$ cat src/design/cit_pkg.sv
// ----------------------------------------------------------------------------
// cit_pkg: shared types and constants of the cascaded interval timer
// Opcodes, register offsets, control bit positions, the item and result
// structs, and the control register write function.
// ----------------------------------------------------------------------------
package cit_pkg;

   localparam int unsigned OpcodeWidth = 2;
   localparam int unsigned OffsetWidth = 3;
   localparam int unsigned DataWidth   = 32;
   localparam int unsigned CtrlWidth   = 12;
   localparam int unsigned CountWidth  = 2 * DataWidth;

   // opcodes
   localparam logic [OpcodeWidth-1:0] OP_TICK  = 2'd0;
   localparam logic [OpcodeWidth-1:0] OP_READ  = 2'd1;
   localparam logic [OpcodeWidth-1:0] OP_WRITE = 2'd2;

   // register offsets (word index)
   localparam logic [OffsetWidth-1:0] REG_CTRL_LO  = 3'd0;
   localparam logic [OffsetWidth-1:0] REG_LOAD_LO  = 3'd1;
   localparam logic [OffsetWidth-1:0] REG_COUNT_LO = 3'd2;
   localparam logic [OffsetWidth-1:0] REG_CTRL_HI  = 3'd4;
   localparam logic [OffsetWidth-1:0] REG_LOAD_HI  = 3'd5;
   localparam logic [OffsetWidth-1:0] REG_COUNT_HI = 3'd6;

   // control bit positions
   localparam int unsigned BIT_DOWN = 1;
   localparam int unsigned BIT_ARLD = 4;
   localparam int unsigned BIT_LOAD = 5;
   localparam int unsigned BIT_ENIT = 6;
   localparam int unsigned BIT_EN   = 7;
   localparam int unsigned BIT_INT  = 8;

   typedef logic [CtrlWidth-1:0]  ctrl_type;
   typedef logic [DataWidth-1:0]  word_type;
   typedef logic [CountWidth-1:0] count_type;

   typedef struct packed {
      logic [OpcodeWidth-1:0] opcode;
      logic [OffsetWidth-1:0] reg_offset;
      word_type               write_data;
   } item_type;

   typedef struct packed {
      word_type read_data;
      logic     interrupt_out;
   } result_type;

   // Store the written bits; a 1 in the flag position clears the flag.
   function automatic ctrl_type ctrl_write(input ctrl_type old_value, input word_type data);
      ctrl_type value;
      begin
         value          = data[CtrlWidth-1:0];
         value[BIT_INT] = old_value[BIT_INT] & ~data[BIT_INT];
         return value;
      end
   endfunction

endpackage

$ cat src/design/cit_exec.sv
// ----------------------------------------------------------------------------
// cit_exec: timer register file and combinational execute logic
// Holds the control, load and count registers and applies one tick, read or
// write per advance, producing the read data and interrupt line of the item.
// ----------------------------------------------------------------------------
module cit_exec (
   input  logic                clock,
   input  logic                reset,
   input  logic                advance,
   input  cit_pkg::item_type   item,
   output cit_pkg::result_type result
);
   import cit_pkg::*;

   ctrl_type  ctrl_lo_ff,  ctrl_lo_in;
   ctrl_type  ctrl_hi_ff,  ctrl_hi_in;
   word_type  load_lo_ff,  load_lo_in;
   word_type  load_hi_ff,  load_hi_in;
   count_type count_ff,    count_in;

   logic      down;
   logic      at_terminal;
   count_type count_step;
   word_type  read_value;

   assign down        = ctrl_lo_ff[BIT_DOWN];
   assign at_terminal = down ? (count_ff == '0) : (&count_ff);
   // one adder: add all ones to count down
   assign count_step  = count_ff + (down ? {CountWidth{1'b1}} : count_type'(1));

   always_comb begin
      ctrl_lo_in = ctrl_lo_ff;
      ctrl_hi_in = ctrl_hi_ff;
      load_lo_in = load_lo_ff;
      load_hi_in = load_hi_ff;
      count_in   = count_ff;
      read_value = '0;
      unique case (item.opcode)
         OP_TICK: begin
            if (ctrl_lo_ff[BIT_LOAD] || ctrl_hi_ff[BIT_LOAD]) begin
               if (ctrl_lo_ff[BIT_LOAD]) count_in[DataWidth-1:0] = load_lo_ff;
               if (ctrl_hi_ff[BIT_LOAD]) count_in[CountWidth-1:DataWidth] = load_hi_ff;
            end else if (ctrl_lo_ff[BIT_EN]) begin
               if (at_terminal) begin
                  ctrl_lo_in[BIT_INT] = 1'b1;
                  if (ctrl_lo_ff[BIT_ARLD]) count_in = {load_hi_ff, load_lo_ff};
               end else begin
                  count_in = count_step;
               end
            end
         end
         OP_READ: begin
            unique case (item.reg_offset)
               REG_CTRL_LO:  read_value = word_type'(ctrl_lo_ff);
               REG_LOAD_LO:  read_value = load_lo_ff;
               REG_COUNT_LO: read_value = count_ff[DataWidth-1:0];
               REG_CTRL_HI:  read_value = word_type'(ctrl_hi_ff);
               REG_LOAD_HI:  read_value = load_hi_ff;
               REG_COUNT_HI: read_value = count_ff[CountWidth-1:DataWidth];
               default:      read_value = '0;
            endcase
         end
         OP_WRITE: begin
            unique case (item.reg_offset)
               REG_CTRL_LO: begin
                  ctrl_lo_in = ctrl_write(ctrl_lo_ff, item.write_data);
                  if (ctrl_lo_in[BIT_LOAD]) count_in[DataWidth-1:0] = load_lo_ff;
               end
               REG_LOAD_LO: load_lo_in = item.write_data;
               REG_CTRL_HI: begin
                  ctrl_hi_in = ctrl_write(ctrl_hi_ff, item.write_data);
                  if (ctrl_hi_in[BIT_LOAD]) count_in[CountWidth-1:DataWidth] = load_hi_ff;
               end
               REG_LOAD_HI: load_hi_in = item.write_data;
               default: ;
            endcase
         end
         default: ;
      endcase
   end

   assign result.read_data     = read_value;
   assign result.interrupt_out = ctrl_lo_in[BIT_INT] & ctrl_lo_in[BIT_ENIT];

   always_ff @(posedge clock) begin
      if (reset) begin
         ctrl_lo_ff <= '0;
         ctrl_hi_ff <= '0;
         load_lo_ff <= '0;
         load_hi_ff <= '0;
         count_ff   <= '0;
      end else if (advance) begin
         ctrl_lo_ff <= ctrl_lo_in;
         ctrl_hi_ff <= ctrl_hi_in;
         load_lo_ff <= load_lo_in;
         load_hi_ff <= load_hi_in;
         count_ff   <= count_in;
      end
   end

endmodule

$ cat src/design/cascaded_interval_timer_regs.sv
// ----------------------------------------------------------------------------
// cascaded_interval_timer_regs: 64-bit cascaded interval timer, item driven
// Input register, combinational execute stage and result register.
// ----------------------------------------------------------------------------
// Each transfer on the req_ channel is a clock tick, a register read or a
// register write, and gives exactly one transfer on the rsp_ channel with the
// read data (zero unless a read of a used offset) and the interrupt line as it
// stands after that item. One item is taken every cycle unless a stalled response
// backs up the input register; an accepted request passes through the input
// register and the result register around the execute logic (a 64-bit
// increment or decrement and terminal compare). A request is taken while a
// finished response still waits, as long as the input register can move on.
module cascaded_interval_timer_regs (
   input  logic                                 clock,
   input  logic                                 reset,
   input  logic                                 req_valid,
   output logic                                 req_stall,
   input  logic [cit_pkg::OpcodeWidth-1:0]      req_opcode,
   input  logic [cit_pkg::OffsetWidth-1:0]      req_reg_offset,
   input  logic [cit_pkg::DataWidth-1:0]        req_write_data,
   output logic                                 rsp_valid,
   input  logic                                 rsp_stall,
   output logic [cit_pkg::DataWidth-1:0]        rsp_read_data,
   output logic                                 rsp_interrupt_out
);
   import cit_pkg::*;

   logic       in_valid_ff, in_valid_in;
   item_type   in_item_ff;
   logic       out_valid_ff, out_valid_in;
   result_type out_result_ff;
   result_type exec_result;
   logic       accept;
   logic       advance;

   // move the staged item on when the result register is free or draining
   assign advance   = in_valid_ff && (!out_valid_ff || !rsp_stall);
   assign req_stall = in_valid_ff && !advance;
   assign accept    = req_valid && !req_stall;

   assign in_valid_in  = accept || (in_valid_ff && !advance);
   assign out_valid_in = advance || (out_valid_ff && rsp_stall);

   cit_exec u_exec (
      .clock   (clock),
      .reset   (reset),
      .advance (advance),
      .item    (in_item_ff),
      .result  (exec_result)
   );

   always_ff @(posedge clock) begin
      if (reset) begin
         in_valid_ff  <= 1'b0;
         out_valid_ff <= 1'b0;
      end else begin
         in_valid_ff  <= in_valid_in;
         out_valid_ff <= out_valid_in;
      end
   end

   always_ff @(posedge clock) begin
      if (accept) begin
         in_item_ff.opcode     <= req_opcode;
         in_item_ff.reg_offset <= req_reg_offset;
         in_item_ff.write_data <= req_write_data;
      end
      if (advance) begin
         out_result_ff <= exec_result;
      end
   end

   assign rsp_valid         = out_valid_ff;
   assign rsp_read_data     = out_result_ff.read_data;
   assign rsp_interrupt_out = out_result_ff.interrupt_out;

`ifndef SYNTH
   a_stall_needs_full_output: assert property (@(posedge clock) disable iff (reset)
      req_stall |-> (rsp_valid && rsp_stall))
      else $error("request stalled without a waiting response");

   a_advance_fills_output: assert property (@(posedge clock) disable iff (reset)
      advance |=> rsp_valid)
      else $error("executed item left no response");

   a_empty_stage_takes_item: assert property (@(posedge clock) disable iff (reset)
      !in_valid_ff |-> !req_stall)
      else $error("empty input register stalled the request channel");
`endif

endmodule

$ cat config.mk
export PLATFORM = sky130hd
export DESIGN_NAME = cascaded_interval_timer_regs
export DESIGN_NICKNAME = d
export VERILOG_FILES = /design/src/design/cit_pkg.sv /design/src/design/cit_exec.sv /design/src/design/cascaded_interval_timer_regs.sv
export SDC_FILE = /design/constraint.sdc
export NUM_CORES = 1
export LEC_CHECK = 0
export BUFFER_PORTS_ARGS = -buffer_cell sky130_fd_sc_hd__buf_2
export CAP_MARGIN = 20
export CORE_MARGIN = 1.5
export CORE_UTILIZATION = 45
export CTS_BUF_LIST = sky130_fd_sc_hd__clkbuf_4 sky130_fd_sc_hd__clkbuf_8
export DETAILED_ROUTE_END_ITERATION = 7
export PLACE_DENSITY = 0.69
export SLEW_MARGIN = 20
export SYNTH_ARGS = -nofsm -noshare
export SYNTH_HDL_FRONTEND = slang
export SYNTH_HIERARCHICAL = 1
export SYNTH_SLANG_ARGS = --single-unit
$ cat constraint.sdc
create_clock -name clock -period 5.13 [get_ports clock]
set_input_delay 1.026 -clock clock [delete_from_list [all_inputs] [get_ports clock]]
set_output_delay 1.026 -clock clock [all_outputs]
set_load 0.01 [all_outputs]
==> results by group <==
Critical path
  – Critical R2R Launch: u_exec/ctrl_lo_ff[1]
  – Crit path kind: reg2reg
  – Critical Path End: u_exec/count_ff[42]
  – Reg2Reg Setup Slack: roughly 0.93 ns
  – Critical path depth in cells: 12
  – Top delay family on crit path: compound AO/OA/AOI/OAI gates
  – Launch point of the worst path: u_exec/ctrl_lo_ff[1]
  – FF-to-FF path depth: 12
  – Crit path largest cell delay: 0.64 ns
  – Critical Path AT: between 4 and 5 ns
  – CP max-delay cell: buf_4
  – Crit path max fanout: between 50 and 60
  – Worst setup EP type: flip-flop
  – Worst path cell trace: buf_4 -> ha_1 -> a21o_1 -> a21oi_1 -> o21ai_0 -> a221oi_1 -> nand2_1 -> a31oi_1 -> o21ai_1 -> a221oi_1 -> xor2_1 -> a2111oi_0
  – FF-to-FF End: u_exec/count_ff[42]
  – Most used cell, CP: a221oi_1
  – WP buf/inv: 1
  – Worst setup SP type: flip-flop
  – Critical Path RT: 5.57 ns

GRT
  – First-pass GRT wire length: around 70000 um
  – Global route hottest layer: met2
  – Met3 usage: 0.05599
  – Met2 Use GR: 0.4557
  – Global Route met1 Usage: 0.4158
  – GRT overflow: 0
  – Vias in the first global route: 11.95k
  – GRT Overall Usage: 0.2999
  – Largest net degree at the start of global routing: between 80 and 90
  – Antenna violations before repair: 1

Pwr
  – Pwr Total: ~4.0 mW
  – Maximum vdd ir drop: about 220 uV
  – P_leak: around 5.5 nW
  – Pwr/cell area: approximately 270 nW/um^2

Synthesis
  – Async set or reset register ratio after synthesis: 0
  – Post-synthesis area per instance: 8.329 um^2
  – Predominant post-synthesis flop cell: dfxtp_1
  – Number of flops mapped to enable cells by yosys: 70
  – Synth Register Bits: approximately 220
  – Netlist cell types: 74
  – Synthesized area: between 10000 and 15000 um^2
  – Ys Warns: 6
  – Post-synthesis sequential area ratio: 0.3935
  – Syn_nets: about 1.7k
  – Cells after synthesis: roughly 1.6k

Placement
  – Pre-CTS setup slack: approximately 1.1 ns
  – PortBufs: between 70 and 80
  – Placer congestion estimate: about 0.98
  – DP HPWL: about 33000 um

STA
  – Worst setup margin: just over 0.9 ns
  – Fin. max-slew vios: 0
  – Relative slew slack: 0.3615
  – TNS Setup: 0 ns
  – RSZ-0062 raised after global routing: no
  – Number of setup violations in the final report: 0
  – Fin crit share: 0.8183
  – Fin. Hold Viols: 0
  – Fin crit period: 4.198 ns
  – Clk_skew: roughly 0.025 ns
  – Slew of the pin with the lowest slew margin: around 0.96 ns
  – Fmax: 238.2 MHz

CTS
  – Hold-fix buffers at CTS: 0
  – Clk slew on worst S/H paths: around 0.060 ns
  – Postcts setup bufs: 0
  – CTS tree: built
  – Clock sinks: between 200 and 250
  – TritonCTS Buffers: 40
  – Post-CTS Resized: 0
  – H-tree levels: 2
  – Root buf cell: clkbuf_8
  – Clock latency on the worst-skew pair: roughly 0.56 ns
  – Maximum root-to-sink buffer count: 3

Floorplan
  – Site Rows: between 60 and 70
  – Die Y-Extent: about 170 um
  – Starting Density: 0.4578
  – IO Count: 76
  – Core footprint: roughly 29000 um^2
  – Die area: about 30000 um^2
  – Die Span X: roughly 170 um

Finish
  – Core Util, Final: 0.5096
  – Share of cells above drive strength 1: 0.1258
  – Area Overhead vs Synth: 11.31%
  – Commonest cells after routing, fill and taps aside: 268 x nand2_1, 204 x a21oi_1, 153 x dfxtp_1, 126 x nor2_1, 76 x a22oi_1
  – Nets: 1710
  – Most common cell after layout, fill and taps aside: nand2_1

Detailed routing
  – Post-DRT Antenna Nets: 0
  – Residual DRC: 0
  – Vias: 12.74k
  – Router iterations before antenna repair: 6
  – Routed WL: ~46000 um
  – Vias per inst: about 6.3
  – WL/cell: ~23 um
  – Initial DRC count: 1522

Job
  – Maxcap violations: 0

Min path
  – Worst min-delay path category: reg2reg

Status
  – Outcome: complete, no violations
[power breakdown]
part	total, mW	internal (mW)	switching, mW
Combinational	0.269	0.0848	0.184
Sequential	1.93	1.88	0.0584
Clock	1.77	0.982	0.787
Total	3.97	2.94	1.03
[cell type report]
class,instances,area (um^2)
fillers,2750,14110
clock buffers,63,742.0
flip-flops and latches,224,5186
well taps,384,480.5
inverters,18,67.56
repair buffers,94,545.5
multi-input cells,1228,7540
clock inverters,10,100.1
diodes,2,5.005
[per-layer routing]
metal,vias up,wire (um)
met5,-,0
met4,0,1867
met3,118,4202
met2,612,20290
met1,6107,19890
li1,5906,-
[state kept, by name, summed over array words and instances, names as in the netlist]
| signal | flops |
|---|---|
| u_exec/count_ff | 64 |
| rsp_read_data | 32 |
| u_exec/load_lo_ff | 32 |
| rsp_valid | 1 |
| u_exec/ctrl_lo_ff | 12 |
| rsp_interrupt_out | 1 |
| u_exec/load_hi_ff | 32 |
| in_valid_ff | 1 |
| in_item_ff | 37 |
| u_exec/ctrl_hi_ff | 12 |
[worst min-delay path by stage]
stage | start | end | slack (ns) | cells after the start
floorplan | u_exec/ctrl_hi_ff[8] | u_exec/ctrl_hi_ff[8] | 0.43 | 2
global placement | u_exec/ctrl_hi_ff[8] | u_exec/ctrl_hi_ff[8] | 0.44 | 2
detailed placement | u_exec/ctrl_hi_ff[8] | u_exec/ctrl_hi_ff[8] | 0.44 | 2
CTS | u_exec/ctrl_hi_ff[8] | u_exec/ctrl_hi_ff[8] | 0.45 | 2
global route | u_exec/ctrl_hi_ff[8] | u_exec/ctrl_hi_ff[8] | 0.48 | 2
finish | u_exec/ctrl_hi_ff[3] | u_exec/ctrl_hi_ff[3] | 0.46 | 2
[worst register-to-register path: cells and delay by family (launching register included)]
kind            cells  cell delay [ns]
buf+inv             1             0.64
fa+ha+maj           1             0.47
simple gates        1             0.21
xor+xnor            1             0.10
compound gates      8             2.03
flops               1             0.62
[cells in the mapped netlist (all sizes together) (23+ instances only)]
cell	n	area, um^2
nand4	35	219.0
xnor2	29	254.0
nand2	270	1018
o21ai	55	290.3
a31oi	25	186.4
clkbuf	86	322.8
buf	26	123.9
ha	62	775.7
edfxtp	70	2102
a21o	52	390.4
a211oi	29	217.7
nor4	23	143.9
a22oi	76	570.6
xor2	25	219.0
a311oi	23	201.4
a21oi	206	1039
dfxtp	154	3083
nor2	129	486.7
[metrics by stage]
step	std cells	instance area [um^2]	hold WS, ns
6_report	2023	14670	0.4571
5_1_grt	2021	14660	0.4809
4_1_cts	2020	14640	0.4537
3_5_place_dp	1947	13800	0.4414
3_3_place_gp	1947	13800	0.4394
2_1_floorplan	1582	13180	0.4267
[kinds of logic (layout without fill, tap and decap cells)]
| family | Yosys count | count (layout) | share of synthesized area |
|---|---|---|---|
| muxes | 18 | 18 | 0.01377 |
| and+or+nand+nor | 563 | 563 | 0.1944 |
| other | 0 | 2 | 0 |
| buffers and inverters | 130 | 185 | 0.03903 |
| AOI/OAI and AO/OA | 530 | 530 | 0.2630 |
| DFF | 224 | 224 | 0.3935 |
| adders and majority gates | 63 | 63 | 0.06039 |
| xor gates and xnor gates | 54 | 54 | 0.03589 |
No activity file was read; power rests on OpenSTA's default activity.
